<file path="src/pmu_frame_second_aligner_defines.svh">
// Assertion macros shared by the frame second aligner RTL.
// Depends on nothing; users must have clk and rst_n in scope.
`ifndef PMU_FRAME_SECOND_ALIGNER_DEFINES_SVH
`define PMU_FRAME_SECOND_ALIGNER_DEFINES_SVH
`ifndef SYNTHESIS
// Check a property on every clock edge outside reset.
`define PFSA_ASSERT(label, prop, msg) \
  label: assert property (@(posedge clk) disable iff (!rst_n) (prop)) else $error(msg);
// Check that a trigger is followed by a consequence in the next cycle.
`define PFSA_ASSERT_NEXT(label, trig, cons, msg) \
  label: assert property (@(posedge clk) disable iff (!rst_n) (trig) |=> (cons)) else $error(msg);
`else
`define PFSA_ASSERT(label, prop, msg)
`define PFSA_ASSERT_NEXT(label, trig, cons, msg)
`endif
`endif

</file>
<file path="src/pfsa_pkg.sv">
// Shared types and constants of the frame second aligner.
// Depends on nothing; used by the interfaces, controller, datapath and top level.
package pfsa_pkg;

  localparam int unsigned MAX_SAMPLES_DEF  = 256;
  localparam int unsigned LOCK_MODULUS_DEF = 10;

  localparam int unsigned LEN_W    = 16;
  localparam int unsigned SEC_W    = 32;
  localparam int unsigned FRAC_W   = 32;
  localparam int unsigned STATUS_W = 4;
  localparam int unsigned SLOT_W   = 9;
  localparam int unsigned TOT_W    = 16;

  // Result status codes
  typedef enum logic [STATUS_W-1:0] {
    ST_DROPPED     = 4'd0,
    ST_SYNC_WAIT   = 4'd1,
    ST_SYNC_START  = 4'd2,
    ST_SYNC_RECORD = 4'd3,
    ST_SYNC_ABORT  = 4'd4,
    ST_LOCKED      = 4'd5,
    ST_OK          = 4'd6,
    ST_MISMATCH    = 4'd7,
    ST_CLOSED      = 4'd8,
    ST_REALIGNED   = 4'd9,
    ST_LOST        = 4'd10
  } code_t;

  // State updates the datapath applies
  typedef enum logic [3:0] {
    ACT_NONE,
    ACT_DROP,
    ACT_START,
    ACT_LOCK,
    ACT_ABORT,
    ACT_RECORD,
    ACT_SLOT_INC,
    ACT_CLOSE,
    ACT_JUMP,
    ACT_REALIGN,
    ACT_LOST
  } act_t;

  // Fraction store read address select
  typedef enum logic [1:0] {
    RD_SLOT,
    RD_FIRST,
    RD_NEXT
  } rd_sel_t;

  typedef struct packed {
    logic    capture;
    act_t    act;
    rd_sel_t rd_sel;
    logic    srch_inc;
    logic    load_out;
    code_t   code;
  } pfsa_cmd_t;

  typedef struct packed {
    logic len_ok;
    logic fill;
    logic begun;
    logic frac_zero;
    logic sec_eq_present;
    logic sec_eq_next;
    logic sec_gt_next;
    logic table_full;
    logic mod_zero;
    logic slot_oob;
    logic rd_match;
    logic srch_last;
    logic out_free;
  } pfsa_sts_t;

endpackage

</file>
<file path="src/pfsa_ctrl.sv">
// Controller of the frame second aligner: sequences classify, check, search, finish.
// Depends on pfsa_pkg for command and status structs.
module pfsa_ctrl (
  input  logic                clk,
  input  logic                rst_n,
  input  logic                in_valid,
  output logic                in_ready,
  input  pfsa_pkg::pfsa_sts_t sts,
  output pfsa_pkg::pfsa_cmd_t cmd
);
  import pfsa_pkg::*;

  typedef enum logic [2:0] {
    S_IDLE,
    S_CLASSIFY,
    S_CHECK,
    S_SEARCH,
    S_FINISH
  } state_t;

  state_t state_r, state_nxt;
  code_t  code_r, code_nxt;

  // Decide the next state, the update and the result code
  always_comb begin
    state_nxt    = state_r;
    code_nxt     = code_r;
    cmd          = '0;
    cmd.act      = ACT_NONE;
    cmd.rd_sel   = RD_SLOT;
    cmd.code     = code_r;
    case (state_r)
      S_IDLE: begin
        if (in_valid) begin
          cmd.capture = 1'b1;
          state_nxt   = S_CLASSIFY;
        end
      end
      S_CLASSIFY: begin
        state_nxt = S_FINISH;
        if (!sts.len_ok) begin
          cmd.act  = ACT_DROP;
          code_nxt = ST_DROPPED;
        end else if (!sts.fill) begin
          if (!sts.begun) begin
            if (sts.frac_zero) begin
              cmd.act  = ACT_START;
              code_nxt = ST_SYNC_START;
            end else begin
              code_nxt = ST_SYNC_WAIT;
            end
          end else if (sts.sec_eq_next && sts.frac_zero) begin
            if (sts.mod_zero) begin
              cmd.act  = ACT_LOCK;
              code_nxt = ST_LOCKED;
            end else begin
              cmd.act  = ACT_ABORT;
              code_nxt = ST_SYNC_ABORT;
            end
          end else if (sts.sec_gt_next || sts.table_full) begin
            cmd.act  = ACT_ABORT;
            code_nxt = ST_SYNC_ABORT;
          end else begin
            cmd.act  = ACT_RECORD;
            code_nxt = ST_SYNC_RECORD;
          end
        end else if (sts.sec_eq_present && !sts.frac_zero) begin
          if (sts.slot_oob) begin
            cmd.act  = ACT_SLOT_INC;
            code_nxt = ST_MISMATCH;
          end else begin
            cmd.rd_sel = RD_SLOT;
            state_nxt  = S_CHECK;
          end
        end else if (sts.sec_eq_next && sts.frac_zero) begin
          cmd.act  = ACT_CLOSE;
          code_nxt = ST_CLOSED;
        end else begin
          cmd.act    = ACT_JUMP;
          cmd.rd_sel = RD_FIRST;
          state_nxt  = S_SEARCH;
        end
      end
      S_CHECK: begin
        cmd.act   = ACT_SLOT_INC;
        code_nxt  = sts.rd_match ? ST_OK : ST_MISMATCH;
        state_nxt = S_FINISH;
      end
      S_SEARCH: begin
        if (sts.rd_match) begin
          cmd.act   = ACT_REALIGN;
          code_nxt  = ST_REALIGNED;
          state_nxt = S_FINISH;
        end else if (sts.srch_last) begin
          cmd.act   = ACT_LOST;
          code_nxt  = ST_LOST;
          state_nxt = S_FINISH;
        end else begin
          cmd.srch_inc = 1'b1;
          cmd.rd_sel   = RD_NEXT;
        end
      end
      S_FINISH: begin
        if (sts.out_free) begin
          cmd.load_out = 1'b1;
          state_nxt    = S_IDLE;
        end
      end
      default: begin
        state_nxt = S_IDLE;
      end
    endcase
  end

  assign in_ready = (state_r == S_IDLE);

  // Hold state and result code
  always_ff @(posedge clk) begin
    if (!rst_n) begin
      state_r <= S_IDLE;
      code_r  <= ST_DROPPED;
    end else begin
      state_r <= state_nxt;
      code_r  <= code_nxt;
    end
  end

endmodule

</file>
<file path="config.mk">
export PLATFORM = sky130hd
export DESIGN_NAME = pfsa_ctrl
export DESIGN_NICKNAME = d
export VERILOG_FILES = /design/src/pmu_frame_second_aligner_defines.svh /design/src/pfsa_pkg.sv /design/src/pfsa_ctrl.sv
export SDC_FILE = /design/constraint.sdc
export NUM_CORES = 1
export LEC_CHECK = 0
export ABC_AREA = 1
export BUFFER_PORTS_ARGS = -buffer_cell sky130_fd_sc_hd__buf_4
export CORE_UTILIZATION = 40
export DETAILED_ROUTE_END_ITERATION = 10
export PLACE_DENSITY = 0.7
export SLEW_MARGIN = 20
export SYNTH_ARGS = -nofsm -noshare
export SYNTH_HDL_FRONTEND = slang
export SYNTH_SLANG_ARGS = --single-unit
</file>
<file path="constraint.sdc">
create_clock -name clk -period 2.6 [get_ports clk]
set_input_delay 0.26 -clock clk [delete_from_list [all_inputs] [get_ports clk]]
set_output_delay 0.26 -clock clk [all_outputs]
set_load 0.01 [all_outputs]
</file>
# Yosys cells after proc, flatten, opt, wreduce, memory -nomap -nowiden
# Index checks and enable logic that the tools add are counted.
[word_totals]
out_inout_bits = 14
inputBits = 16
regBits = 7
[op_classes]
muxes = 48
eq_ne = 9
reduce_logical = 8
[ops]
columns = ["op", "count"]
rows = [
  ["2-to-1 mux 4 bit", 16],
  ["2-to-1 mux 3 bit", 14],
  ["one-hot mux 4 bit (3 select lines)", 2],
  ["one-hot mux 3 bit (5 select lines)", 1],
  ["inequality test 5 bit (second input constant)", 2],
  ["2-to-1 mux 1 bit", 9],
  ["2-to-1 mux 2 bit", 4],
  ["equality test 3 x 2 -> 1 bit (second input constant)", 2],
  ["2-to-1 mux 6 bit", 1],
  ["inequality test 2 bit (second input constant)", 2],
  ["one-hot mux 2 bit (2 select lines)", 1],
  ["AND reduction 4 bit", 1],
  ["equality test 3 x 1 -> 1 bit (second input constant)", 1],
  ["equality test 3 bit (second input constant)", 1],
  ["logical NOT 3 bit", 1],
  ["inequality test 3 bit (second input constant)", 1],
  ["AND reduction 3 bit", 1],
  ["nonzero test 3 bit", 1],
  ["logical AND 1 bit", 2],
  ["logical NOT 1 bit", 1],
  ["logical OR 1 bit", 1],
]

# Longest topological paths before layout
[logic_depth]
ltp_word = 7
depth_mapped = 9

# Least setup slack after synthesis
# No wires, ideal clock.
[synth_timing]
kind = "register -> output"
startpoint = "reg state_r[0]"
endpoint = "out cmd[10] (netlist name)"
arrival_time_ns = 0.993
required_time_ns = 2.340
path_stages_with_launch = 6
setup_slack_ns = 1.347
path_buffers = 0
cell_sequence = "dfxtp_1 > inv_2 > nor3_4 > nand3_1 > a21oi_1 > or2_1"
[synth_rtl]
columns = ["element", "line", "source"]
rows = [
  ["from (decl)", "pfsa_ctrl.sv:21", "state_t state_r, state_nxt;"],
  ["from (signal assigned)", "pfsa_ctrl.sv:123", "state_r <= state_nxt;"],
  ["to (decl)", "pfsa_ctrl.sv:9", "output pfsa_pkg::pfsa_cmd_t cmd"],
]

==> load_flow_metrics.sql <==
INSERT INTO impl_metrics (metric_group, metric, value, unit) VALUES
('outcome', 'run_status', 'completed', ''),
('power', 'power.static_leakage', '0.000522', 'uW'),
('clocking', 'tritoncts', 'built', ''),
('global_route', 'grt_pass1_wl', '2.76', 'mm'),
('sta', 'worst_pin_slew', '0.278', 'ns'),
('global_route', 'globalRouteOverflowTotal', '0', ''),
('run', 'cap_viol_max_count', '0', ''),
('worst_setup_path', 'r2r_slack', '1.30', 'ns'),
('worst_hold_path', 'worst_hold_path_type', 'input pin to flip-flop', ''),
('power', 'cell_internal_pwr', '255', 'uW'),
('sta', 'slew_headroom', '81.4', '%'),
('clocking', 'cts_hold_repair.buffers', '0', ''),
('clocking', 'clock_latency', '0.26', 'ns'),
('die', 'start_util', '42.9', '%'),
('worst_setup_path', 'r2r_end', 'code_r[2]', ''),
('global_route', 'grt_start_max_net_pins', '9', ''),
('logic_synthesis', 'synth_area_leader_cell', 'sky130_fd_sc_hd__dfxtp_1', ''),
('die', 'core', '1510', 'um2'),
('sta', 'setup_tns', '0', 'ns'),
('worst_setup_path', 'start_kind', 'flip-flop', ''),
('sta', 'setup_skew', '0.00393', 'ns'),
('placed_design', 'detailedPlace.worstSlack', '1.14', 'ns'),
('worst_setup_path', 'path_max_fanout', '6', ''),
('logic_synthesis', 'post_synth_inst_count', '116', ''),
('final_layout', 'seq_area', '140', 'um2'),
('final_layout', 'layout.filler_cells', '168', ''),
('clocking', 'post_cts_buffers', '0', ''),
('detailed_routing', 'route.detailed.wl_per_inst', '9.45', 'um'),
('final_layout', 'finish.cell_count_without_fillers', '165', ''),
('logic_synthesis', 'synth-seq-cells', '7', ''),
('sta', 'finalHoldViolations', '0', ''),
('logic_synthesis', 'synth.area.top_cells', 'sky130_fd_sc_hd__dfxtp_1 22%, sky130_fd_sc_hd__nand2_1 17%, sky130_fd_sc_hd__inv_1 13%', ''),
('sta', 'period_minus_slack', '1.75', 'ns'),
('final_layout', 'layout.nets', '166', ''),
('clocking', 'clock_tree.htree_level_count', '1', ''),
('clocking', 'clock_sinks', '7', ''),
('detailed_routing', 'detailroute.via_count', '794', ''),
('worst_setup_path', 'timing.critical_path.to_type', 'output pin', ''),
('power', 'vdd.ir_drop.worst', '0.324', 'mV'),
('detailed_routing', 'drt_wl_total', '1.56', 'mm'),
('power', 'p_seq_share', '33.4', '%'),
('final_layout', 'drive_gt1_share', '28.9', '%'),
('power', 'netSwitchingFraction', '36.2', '%'),
('logic_synthesis', 'mappedNetlistArea', '646', 'um2'),
('final_layout', 'antenna_diode_count', '0', ''),
('die', 'floorplan.die_area', '1780', 'um2'),
('global_route', 'number_of_antenna_violations_at_the_first_check_in_global_routing', '0', ''),
('die', 'die_height', '42.2', 'um'),
('logic_synthesis', 'synth-warning-count', '0', ''),
('power', 'p_comb_share', '41.7', '%'),
('worst_hold_path', 'min_from', 'rst_n', ''),
('die', 'rows', '14', ''),
('detailed_routing', 'drt_iter0_markers', '11', ''),
('global_route', 'grt_pass1_vias', '683', ''),
('clocking', 'clock_path_buffers', '2', ''),
('detailed_routing', 'drt_pre_antenna_iters', '4', ''),
('clocking', 'clock_tree.root_cell', 'sky130_fd_sc_hd__clkbuf_4', ''),
('sta', 'drv_slew', '0', ''),
('power', 'power_frac_clock', '24.9', '%'),
('worst_setup_path', 'critical_path.reg2reg.startpoint', 'state_r[1]', ''),
('final_layout', 'multi_input_logic_area', '415', 'um2'),
('placed_design', 'placedCellCount', '161', ''),
('logic_synthesis', 'netlist.area_leader.share', '21.7', '%'),
('sta', 'timing.final.crit_share', '67.2', '%'),
('placed_design', 'gp_routability_congestion', '0.832', ''),
('clocking', 'ctsResizeCount', '0', ''),
('worst_setup_path', 'setup.worst_path.class', 'flip-flop to output pin', ''),
('logic_synthesis', 'yosysUniqueCellTypes', '19', ''),
('worst_setup_path', 'timing.reg2reg.worst_path_depth', '7', ''),
('worst_hold_path', 'hold_crit_depth', '3', ''),
('worst_hold_path', 'timing.hold.worst_endpoint', 'code_r[3]', '');
-- sequential cells by signal (all words and copies together) (netlist names) --
register and flops:
code_r 4, state_r 3
-- cell families after synthesis --
logic type	count (synthesis)	share of synthesized area [%]
AND/OR/NAND/NOR	71	53.1
buffers and inverters	24	14.0
AO/OA/AOI/OAI	14	11.2
flip-flops	7	21.7
-- critical path, cell delays in order (launching register included) --
cell                      delay (ns)
sky130_fd_sc_hd__dfxtp_1        0.47
sky130_fd_sc_hd__inv_2          0.07
sky130_fd_sc_hd__nor3_4         0.18
sky130_fd_sc_hd__nand3_1        0.15
sky130_fd_sc_hd__a21oi_1        0.13
sky130_fd_sc_hd__or2_1          0.11
sky130_fd_sc_hd__buf_4          0.11
-- synthesized netlist by cell type (all sizes together) --
library cell,n
nor2,21
a21boi,1
nand2,33
or2,1
nand3,13
o21ai,6
nand4,1
nor4,1
inv,24
a21oi,7
nor3,1
dfxtp,7
-- stage by stage --
step | cell area [um2] | hold slack (ns)
final | 910 | 0.258
after global routing | 910 | 0.271
after detailed placement | 883 | 0.500
after CTS | 910 | 0.262
after floorplan | 646 | 0.380
after global placement | 883 | 0.499
-- power by group through the flow --
stage / clock network, uW / logic, uW / registers, uW
after global placement: 0 / 167 / 134
final: 99.4 / 167 / 133
after detailed placement: 0 / 168 / 135
after CTS: 103 / 169 / 133
after floorplan: 0 / 97.7 / 137
after global routing: 111 / 190 / 135
-- final cells by class --
class / count / share of cell area, %
inverters: 24 / 9.90
repair buffers: 29 / 23.9
clock buffers: 4 / 2.89
flip-flops and latches: 7 / 15.4
well taps: 16 / 2.20
multi-input cells: 85 / 45.7
-- layer usage --
metal	vias up	GRT usage, %	wire length (um)
met5	-	0	0
met4	0	1.88	0
met3	0	6.47	71
met2	21	32.9	733
met1	347	26.1	755
li1	426	-	-
-- how the worst max path moves through the flow --
stage                    start  endpoint  slack, ns  depth (start not counted)
floorplan           state_r[0]   cmd[10]       1.35                          5
global placement        sts[9]    cmd[8]       1.15                          8
detailed placement  state_r[0]   cmd[10]       1.14                          6
CTS                 state_r[0]   cmd[10]       0.85                          6
global route        state_r[0]   cmd[10]       0.70                          6
finish              state_r[0]   cmd[10]       0.85                          6
Power figures use the tool's default switching activity.
